==> src/rtl/dssa_pkg.sv <==
// shared types, constants and helpers for the dual stack block
package dssa_pkg;

  localparam int TOTAL_DEPTH = 16;
  localparam int HALF        = TOTAL_DEPTH / 2;
  localparam int MAX_RESULTS = 8;
  localparam int AW          = $clog2(TOTAL_DEPTH);
  localparam int CW          = $clog2(HALF + 1);
  localparam int LW          = (HALF > 1) ? $clog2(HALF) : 1;
  localparam int DW          = 32;

  typedef enum logic [2:0] {
    REQ_PUSH = 3'd0,
    REQ_POP  = 3'd1,
    REQ_PEEK = 3'd2,
    REQ_DUMP = 3'd3,
    REQ_REV  = 3'd4
  } req_t;

  localparam logic [1:0] ST_OK       = 2'd0;
  localparam logic [1:0] ST_OVERFLOW = 2'd1;
  localparam logic [1:0] ST_EMPTY    = 2'd2;

  typedef enum logic [3:0] {
    S_IDLE,
    S_PEEK,
    S_DUMP_RD,
    S_DUMP_OUT,
    S_REV_RDLO,
    S_REV_RDHI,
    S_REV_WRLO,
    S_REV_WRHI,
    S_RESP
  } state_t;

  typedef struct packed {
    logic                 en;
    logic [AW-1:0]        addr;
    logic signed [DW-1:0] data;
  } mem_wr_t;

  // lower stack starts at entry zero, upper stack at the midpoint
  function automatic logic [AW-1:0] stk_addr(input logic sel, input logic [LW-1:0] off);
    logic [AW-1:0] base;
    base = sel ? AW'(HALF) : '0;
    return base + AW'(off);
  endfunction

endpackage

==> src/rtl/dssa_store.sv <==
// element store: one write port and one registered read port
module dssa_store
  import dssa_pkg::*;
(
  input  logic                 clk,
  input  mem_wr_t              wr,
  input  logic [AW-1:0]        rd_addr,
  output logic signed [DW-1:0] rd_data
);

  logic signed [DW-1:0] mem [TOTAL_DEPTH];

  always_ff @(posedge clk) begin
    if (wr.en) begin
      mem[wr.addr] <= wr.data;
    end
    rd_data <= mem[rd_addr];
  end

endmodule

==> src/rtl/dual_stack_shared_array_top.sv <==
// top level of the two-stacks-in-one-array block
// Two LIFO stacks of 8 entries each share one 16-entry store; the lower stack
// occupies entries 0-7 and the upper stack entries 8-15. One transaction is
// taken at a time and in_stall stays high until its work is done. Push and pop
// go straight to the response; a peek first reads the top entry, a read-out
// reads and emits one entry at a time, and reverse swaps pairs from both ends.
// A peek or read-out of an empty stack goes straight to the response, and a stall
// on the result side holds the transaction back. The store has a single read
// port, so every swap step reads or writes one entry per cycle.
// A finished result sits in the output register while the next transaction is
// accepted. Request codes five to seven are dropped without a result.
module dual_stack_shared_array_top
  import dssa_pkg::*;
(
  input  logic                 clk,
  input  logic                 rst_n,
  input  logic                 in_valid,
  output logic                 in_stall,
  input  logic [2:0]           in_req_type,
  input  logic                 in_stack_sel,
  input  logic signed [DW-1:0] in_push_value,
  output logic                 out_valid,
  input  logic                 out_stall,
  output logic [1:0]           out_status,
  output logic signed [DW-1:0] out_element,
  output logic                 out_last
);

  state_t               state_r, state_nxt;
  logic [CW-1:0]        lower_cnt_r, lower_cnt_nxt;
  logic [CW-1:0]        upper_cnt_r, upper_cnt_nxt;
  logic                 sel_r, sel_nxt;
  logic [LW-1:0]        lo_r, lo_nxt;
  logic [LW-1:0]        hi_r, hi_nxt;
  logic [CW-1:0]        n_r, n_nxt;
  logic signed [DW-1:0] tmp_r, tmp_nxt;
  logic [1:0]           res_status_r, res_status_nxt;
  logic signed [DW-1:0] res_elem_r, res_elem_nxt;
  logic                 out_valid_r, out_valid_nxt;
  logic [1:0]           out_status_r, out_status_nxt;
  logic signed [DW-1:0] out_element_r, out_element_nxt;
  logic                 out_last_r, out_last_nxt;

  mem_wr_t              wr;
  logic [AW-1:0]        rd_addr;
  logic signed [DW-1:0] rd_data;
  logic [CW-1:0]        cur_c;
  logic                 out_free;
  logic                 dump_last;

  dssa_store u_store (
    .clk     (clk),
    .wr      (wr),
    .rd_addr (rd_addr),
    .rd_data (rd_data)
  );

  assign in_stall    = (state_r != S_IDLE);
  assign out_valid   = out_valid_r;
  assign out_status  = out_status_r;
  assign out_element = out_element_r;
  assign out_last    = out_last_r;

  assign cur_c     = in_stack_sel ? upper_cnt_r : lower_cnt_r;
  assign out_free  = !out_valid_r || !out_stall;
  assign dump_last = ((CW'(lo_r) + CW'(1)) == n_r);

  always_comb begin
    state_nxt       = state_r;
    lower_cnt_nxt   = lower_cnt_r;
    upper_cnt_nxt   = upper_cnt_r;
    sel_nxt         = sel_r;
    lo_nxt          = lo_r;
    hi_nxt          = hi_r;
    n_nxt           = n_r;
    tmp_nxt         = tmp_r;
    res_status_nxt  = res_status_r;
    res_elem_nxt    = res_elem_r;
    out_valid_nxt   = out_valid_r && out_stall;
    out_status_nxt  = out_status_r;
    out_element_nxt = out_element_r;
    out_last_nxt    = out_last_r;
    wr              = '0;
    rd_addr         = stk_addr(sel_r, lo_r);

    unique case (state_r)
      S_IDLE: begin
        // top entry is fetched right away in case this is a peek
        rd_addr = stk_addr(in_stack_sel, LW'(cur_c - CW'(1)));
        if (in_valid) begin
          sel_nxt        = in_stack_sel;
          res_status_nxt = ST_OK;
          res_elem_nxt   = '0;
          unique case (in_req_type)
            REQ_PUSH: begin
              state_nxt = S_RESP;
              if (cur_c == CW'(HALF)) begin
                res_status_nxt = ST_OVERFLOW;
              end else begin
                wr.en   = 1'b1;
                wr.addr = stk_addr(in_stack_sel, LW'(cur_c));
                wr.data = in_push_value;
                if (in_stack_sel) upper_cnt_nxt = cur_c + CW'(1);
                else              lower_cnt_nxt = cur_c + CW'(1);
              end
            end
            REQ_POP: begin
              state_nxt = S_RESP;
              if (cur_c == '0) begin
                res_status_nxt = ST_EMPTY;
              end else begin
                if (in_stack_sel) upper_cnt_nxt = cur_c - CW'(1);
                else              lower_cnt_nxt = cur_c - CW'(1);
              end
            end
            REQ_PEEK: begin
              if (cur_c == '0) begin
                res_status_nxt = ST_EMPTY;
                state_nxt      = S_RESP;
              end else begin
                state_nxt = S_PEEK;
              end
            end
            REQ_DUMP: begin
              if (cur_c == '0) begin
                res_status_nxt = ST_EMPTY;
                state_nxt      = S_RESP;
              end else begin
                lo_nxt    = '0;
                n_nxt     = (int'(cur_c) < MAX_RESULTS) ? cur_c : CW'(MAX_RESULTS);
                state_nxt = S_DUMP_RD;
              end
            end
            REQ_REV: begin
              if (cur_c > CW'(1)) begin
                lo_nxt    = '0;
                hi_nxt    = LW'(cur_c - CW'(1));
                state_nxt = S_REV_RDLO;
              end else begin
                state_nxt = S_RESP;
              end
            end
            default: begin
              state_nxt = S_IDLE;
            end
          endcase
        end
      end
      S_PEEK: begin
        res_elem_nxt = rd_data;
        state_nxt    = S_RESP;
      end
      S_DUMP_RD: begin
        state_nxt = S_DUMP_OUT;
      end
      S_DUMP_OUT: begin
        if (out_free) begin
          out_valid_nxt   = 1'b1;
          out_status_nxt  = ST_OK;
          out_element_nxt = rd_data;
          out_last_nxt    = dump_last;
          if (dump_last) begin
            state_nxt = S_IDLE;
          end else begin
            lo_nxt    = lo_r + LW'(1);
            state_nxt = S_DUMP_RD;
          end
        end
      end
      S_REV_RDLO: begin
        state_nxt = S_REV_RDHI;
      end
      S_REV_RDHI: begin
        rd_addr   = stk_addr(sel_r, hi_r);
        tmp_nxt   = rd_data;
        state_nxt = S_REV_WRLO;
      end
      S_REV_WRLO: begin
        wr.en     = 1'b1;
        wr.addr   = stk_addr(sel_r, lo_r);
        wr.data   = rd_data;
        state_nxt = S_REV_WRHI;
      end
      S_REV_WRHI: begin
        wr.en   = 1'b1;
        wr.addr = stk_addr(sel_r, hi_r);
        wr.data = tmp_r;
        lo_nxt  = lo_r + LW'(1);
        hi_nxt  = hi_r - LW'(1);
        if ((lo_r + LW'(1)) < (hi_r - LW'(1))) state_nxt = S_REV_RDLO;
        else                                   state_nxt = S_RESP;
      end
      S_RESP: begin
        if (out_free) begin
          out_valid_nxt   = 1'b1;
          out_status_nxt  = res_status_r;
          out_element_nxt = res_elem_r;
          out_last_nxt    = 1'b1;
          state_nxt       = S_IDLE;
        end
      end
      default: begin
        state_nxt = S_IDLE;
      end
    endcase
  end

  always_ff @(posedge clk) begin
    if (!rst_n) begin
      state_r     <= S_IDLE;
      lower_cnt_r <= '0;
      upper_cnt_r <= '0;
      out_valid_r <= 1'b0;
    end else begin
      state_r     <= state_nxt;
      lower_cnt_r <= lower_cnt_nxt;
      upper_cnt_r <= upper_cnt_nxt;
      out_valid_r <= out_valid_nxt;
    end
  end

  always_ff @(posedge clk) begin
    sel_r         <= sel_nxt;
    lo_r          <= lo_nxt;
    hi_r          <= hi_nxt;
    n_r           <= n_nxt;
    tmp_r         <= tmp_nxt;
    res_status_r  <= res_status_nxt;
    res_elem_r    <= res_elem_nxt;
    out_status_r  <= out_status_nxt;
    out_element_r <= out_element_nxt;
    out_last_r    <= out_last_nxt;
  end

`ifndef SYNTHESIS
  a_cnt_bound: assert property (@(posedge clk) disable iff (!rst_n)
    (lower_cnt_r <= CW'(HALF)) && (upper_cnt_r <= CW'(HALF)))
    else $error("stack count beyond half depth");

  a_push_inc: assert property (@(posedge clk) disable iff (!rst_n)
    (in_valid && !in_stall && (in_req_type == REQ_PUSH) && !in_stack_sel &&
     (lower_cnt_r != CW'(HALF))) |=> (lower_cnt_r == $past(lower_cnt_r) + CW'(1)))
    else $error("push did not grow the lower stack");

  a_rev_order: assert property (@(posedge clk) disable iff (!rst_n)
    ((state_r == S_REV_RDLO) || (state_r == S_REV_RDHI) ||
     (state_r == S_REV_WRLO) || (state_r == S_REV_WRHI)) |-> (lo_r < hi_r))
    else $error("reverse indices crossed");

  a_dump_idx: assert property (@(posedge clk) disable iff (!rst_n)
    ((state_r == S_DUMP_RD) || (state_r == S_DUMP_OUT)) |-> (CW'(lo_r) < n_r))
    else $error("read-out index past entry count");

  a_busy_counts: assert property (@(posedge clk) disable iff (!rst_n)
    ((state_r != S_IDLE) && (state_r != S_RESP)) |=>
      ($stable(lower_cnt_r) && $stable(upper_cnt_r)))
    else $error("stack count changed during a multi-cycle transaction");
`endif

endmodule

==> config.mk <==
export PLATFORM = sky130hd
export DESIGN_NAME = dual_stack_shared_array_top
export DESIGN_NICKNAME = d
export VERILOG_FILES = /design/src/rtl/dssa_pkg.sv /design/src/rtl/dssa_store.sv /design/src/rtl/dual_stack_shared_array_top.sv
export SDC_FILE = /design/constraint.sdc
export NUM_CORES = 1
export LEC_CHECK = 0
export ABC_AREA = 1
export BUFFER_PORTS_ARGS = -buffer_cell sky130_fd_sc_hd__clkbuf_2
export CAP_MARGIN = 30
export CORE_MARGIN = 2
export CORE_UTILIZATION = 58
export CTS_BUF_LIST = sky130_fd_sc_hd__clkbuf_8
export DETAILED_ROUTE_END_ITERATION = 8
export GPL_TIMING_DRIVEN = 1
export PLACE_DENSITY = 0.82
export SYNTH_ARGS = -nofsm -noshare
export SYNTH_HDL_FRONTEND = slang
export SYNTH_SLANG_ARGS = --single-unit
==> constraint.sdc <==
create_clock -name clk -period 4.3 [get_ports clk]
set_clock_uncertainty 0.2 [all_clocks]
set_input_delay 0.645 -clock clk [delete_from_list [all_inputs] [get_ports clk]]
set_output_delay 0.645 -clock clk [all_outputs]
set_load 0.02 [all_outputs]
==> impl_metrics.csv <==
group,metric,value,unit
floorplan,dieHeight,227,um
placed_design,gp_congestion,0.882,
floorplan,core,49100,um^2
detailed_routing,wl_per_cell,19.5,um
clocking,root_buffer,"clkbuf_8",
worst_setup_path,r2r_cells,12,
finish,utilization,0.656,
worst_setup_path,worstReg2RegEnd,"u_store.mem[15][26]",
global_route,grt_max_degree,185,
yosys,yosysSeqAreaShare,0.681,
timing,slew_headroom,0.254,
clocking,cts_hold_buf,0,
global_route,grt_pass1_wl,106000,um
floorplan,row_count,81,
pwr,power_density,460,nW/um^2
floorplan,start_util,0.588,
clocking,cts.sinks,669,
yosys,synth.distinct_cells,31,
global_route,antenna_found_initial,3,
clocking,h-tree-depth,3,
yosys,syn_nets,2742,
clocking,clockBufferDepth,3,
floorplan,die_w,227,um
timing,worst_pin_slew,1110,ps
yosys,synth_seq_cells,669,
global_route,grt_pass1_vias,19861,
pwr,netSwitchingFraction,0.287,
floorplan,io_pins,77,
min_path,whs_endpoint,"lower_cnt_r[1]",
clocking,clock_latency,700,ps
min_path,min_path_cells,3,
placed_design,dp_hpwl,39900,um
timing,slew_viol_final,0,
yosys,ys_async_sr_fraction,0,
detailed_routing,wirelength,69300,um
worst_setup_path,worstSetupStartpointType,"register",
worst_setup_path,critical_path_class,"register to register",
min_path,worstHoldStart,"rst_n",
detailed_routing,first_iter_violations,2677,
finish,final_area,32200,um^2
clocking,cts.clk_slew.worst_paths,60,ps
pwr,ir_drop,0.306,mV
global_route,grt-ovfl-total,0,
worst_setup_path,cp.arrival,3630,ps
global_route,track_usage,0.271,
placed_design,placed_area,30200,um^2
yosys,synth_common_cells,"624 x edfxtp_1, 592 x nand3_1, 582 x nand2_1",
pwr,switching_power,4.24,mW
pwr,pwr-share-seq,0.507,
clocking,post-cts-setup-buffers,0,
worst_setup_path,end_kind,"register",
timing,post-route-period-util,0.805,
floorplan,dieArea,51500,um^2
yosys,synth_area,28800,um^2
detailed_routing,drcViolationCount,0,
clocking,ctsResizeCount,0,
timing,rsz0062_at_grt,"false",
finish,fin_nets,2847,
yosys,synth_area_leaders,"edfxtp_1 65%, nand3_1 10%, nand2_1 7.6%",
pwr,clock_power_share,0.333,
finish,drive_gt1_frac,0.115,
finish,syn_to_final_growth,11.6,%
detailed_routing,routed_via_density,5.77,
yosys,ys.flop_type,"edfxtp_1",
pwr,leakagePower,13.2,nW
yosys,syn_inst,2694,
pwr,combPwrFrac,0.160,
timing,setup_viol,0,
detailed_routing,first_pass_iters,6,
detailed_routing,ant_nets,0,
yosys,synth-edff-count,624,
worst_setup_path,rrSetupSlack,840,ps
yosys,yosysTopAreaCell,"edfxtp_1",
run_status,outcome,"completed",
worst_setup_path,r2r_start,"state_r[2]",
flow_run,cap_violations,0,
pwr,p_int,10.6,mW
yosys,synth.top_cell.area_share,0.650,
yosys,synthMostInstantiatedCell,"edfxtp_1",
timing,period_needed,3460,ps
detailed_routing,num_vias,20451,
placed_design,portBuffers,76,
yosys,syn_avg_cell_area,10.7,um^2
clocking,cts_tree,"built",
worst_setup_path,worstPathMaxFanout,21,
timing,hold_viol_final,0,
yosys,ys_warn_count,0,
worst_setup_path,worstPathRequired,4470,ps
clocking,cts-buffers-inserted,98,
timing,tns,0,ps
min_path,hp-class,"input pin to register",
timing,fmax,289,MHz
[cell type report]
| type | instances | area, um^2 |
|---|---|---|
| repair buffers | 158 | 1180 |
| clock buffers | 109 | 1500 |
| multi-input cells | 1467 | 7090 |
| diodes | 1 | 2.50 |
| well taps | 664 | 831 |
| clock inverters | 73 | 410 |
| flip-flops and latches | 669 | 19600 |
| fillers | 3374 | 16900 |
| inverters | 405 | 1520 |
[power by group through the flow]
stage | clock network (mW) | logic (mW) | registers (mW)
floorplan | 0 | 1.60 | 7.61
detailed placement | 0 | 2.31 | 7.63
finish | 4.92 | 2.37 | 7.50
CTS | 4.95 | 2.33 | 7.50
global placement | 0 | 2.22 | 7.62
global route | 5.22 | 2.59 | 7.51
[logic make-up (layout without fill, tap and decap cells)]
kind of cell / Yosys count / count (layout) / synth area share
flip-flops: 669 / 669 / 0.681
XOR/XNOR: 9 / 9 / 0.00273
other: 0 / 1 / 0
adder cells (fa/ha/maj): 8 / 8 / 0.00347
AND/OR/NAND/NOR: 1347 / 1347 / 0.211
AO/OA/AOI/OAI: 103 / 103 / 0.0220
buffers and inverters: 558 / 745 / 0.0794
[registers in the layout, summed over array words and instances (netlist names)]
| name | flops |
|---|---|
| tmp_r | 32 |
| out_status | 2 |
| lower_cnt_r | 4 |
| lo_r | 3 |
| res_elem_r | 32 |
| n_r | 4 |
| u_store.rd_data | 32 |
| sel_r | 1 |
| out_last | 1 |
| out_valid | 1 |
| state_r | 4 |
| res_status_r | 2 |
| out_element | 32 |
| u_store.mem | 512 |
| hi_r | 3 |
| upper_cnt_r | 4 |
[worst max-delay path: stages, from the launching register on]
cell     delay (ps)
dfxtp_1         370
nor2_1          180
nand2_2         250
nor2_2          350
inv_2           110
nor2_1          140
inv_1            80
nor2_2          130
inv_2            70
o21ai_2         170
nand2_1         280
nor2_4          500
buf_12          300
[worst max path at each step]
| stage | startpoint | end | slack (ps) | depth (start not counted) |
|---|---|---|---|---|
| finish | state_r[2] | u_store.mem[15][26] | 840 | 12 |
| CTS | state_r[2] | u_store.mem[15][26] | 880 | 12 |
| floorplan | in_stack_sel | u_store.mem[4][0] | 220 | 11 |
| global placement | in_stack_sel | u_store.mem[4][9] | 690 | 12 |
| detailed placement | in_stack_sel | u_store.mem[12][3] | 540 | 12 |
| global route | state_r[1] | u_store.mem[15][31] | 600 | 12 |
[metrics by stage]
| step | total power, mW | setup slack (ps) | hold slack, ps | std cells |
|---|---|---|---|---|
| 2_1_floorplan | 9.21 | 218 | 208 | 2694 |
| 3_3_place_gp | 9.83 | 686 | 215 | 3348 |
| 3_5_place_dp | 9.94 | 544 | 216 | 3354 |
| 4_1_cts | 14.8 | 881 | 84.6 | 3536 |
| 5_1_grt | 15.3 | 601 | 135 | 3546 |
| 6_report | 14.8 | 839 | 113 | 3546 |
[cell usage in the layout, fill, tap and decap left out, types with 2 or more instances in the layout]
master,netlist,layout
o211ai_1,34,34
a21oi_1,12,12
nor2_1,93,76
nor2_2,4,4
o21ai_4,1,2
nand2_2,4,2
nand3_1,592,592
inv_8,0,2
nor2_4,0,17
xnor2_1,3,3
bufinv_16,0,3
dfxtp_1,45,45
o21ai_0,44,44
nand3b_1,65,65
nand3_4,0,2
clkbuf_8,0,109
o22ai_1,3,3
nand2_1,582,582
clkbuf_2,0,76
nor3_2,2,3
nor3_1,3,2
buf_12,0,15
inv_2,9,8
xor2_1,6,6
o21ai_2,2,2
buf_4,14,67
edfxtp_1,624,624
o21ai_1,3,2
nand2_8,0,2
ha_1,8,8
clkinvlp_4,0,3
clkinv_2,0,11
inv_1,396,428
clkinv_1,0,20
[metal layers]
layer  part of all wire  track usage  vias to the layer above
met5                  0            0                        -
met4              0.035        0.124                        0
met3               0.12       0.0549                      206
met2               0.48        0.445                     1333
met1               0.37        0.350                     9628
li1                   -            -                     9284
(Power assumes the default switching activity.)
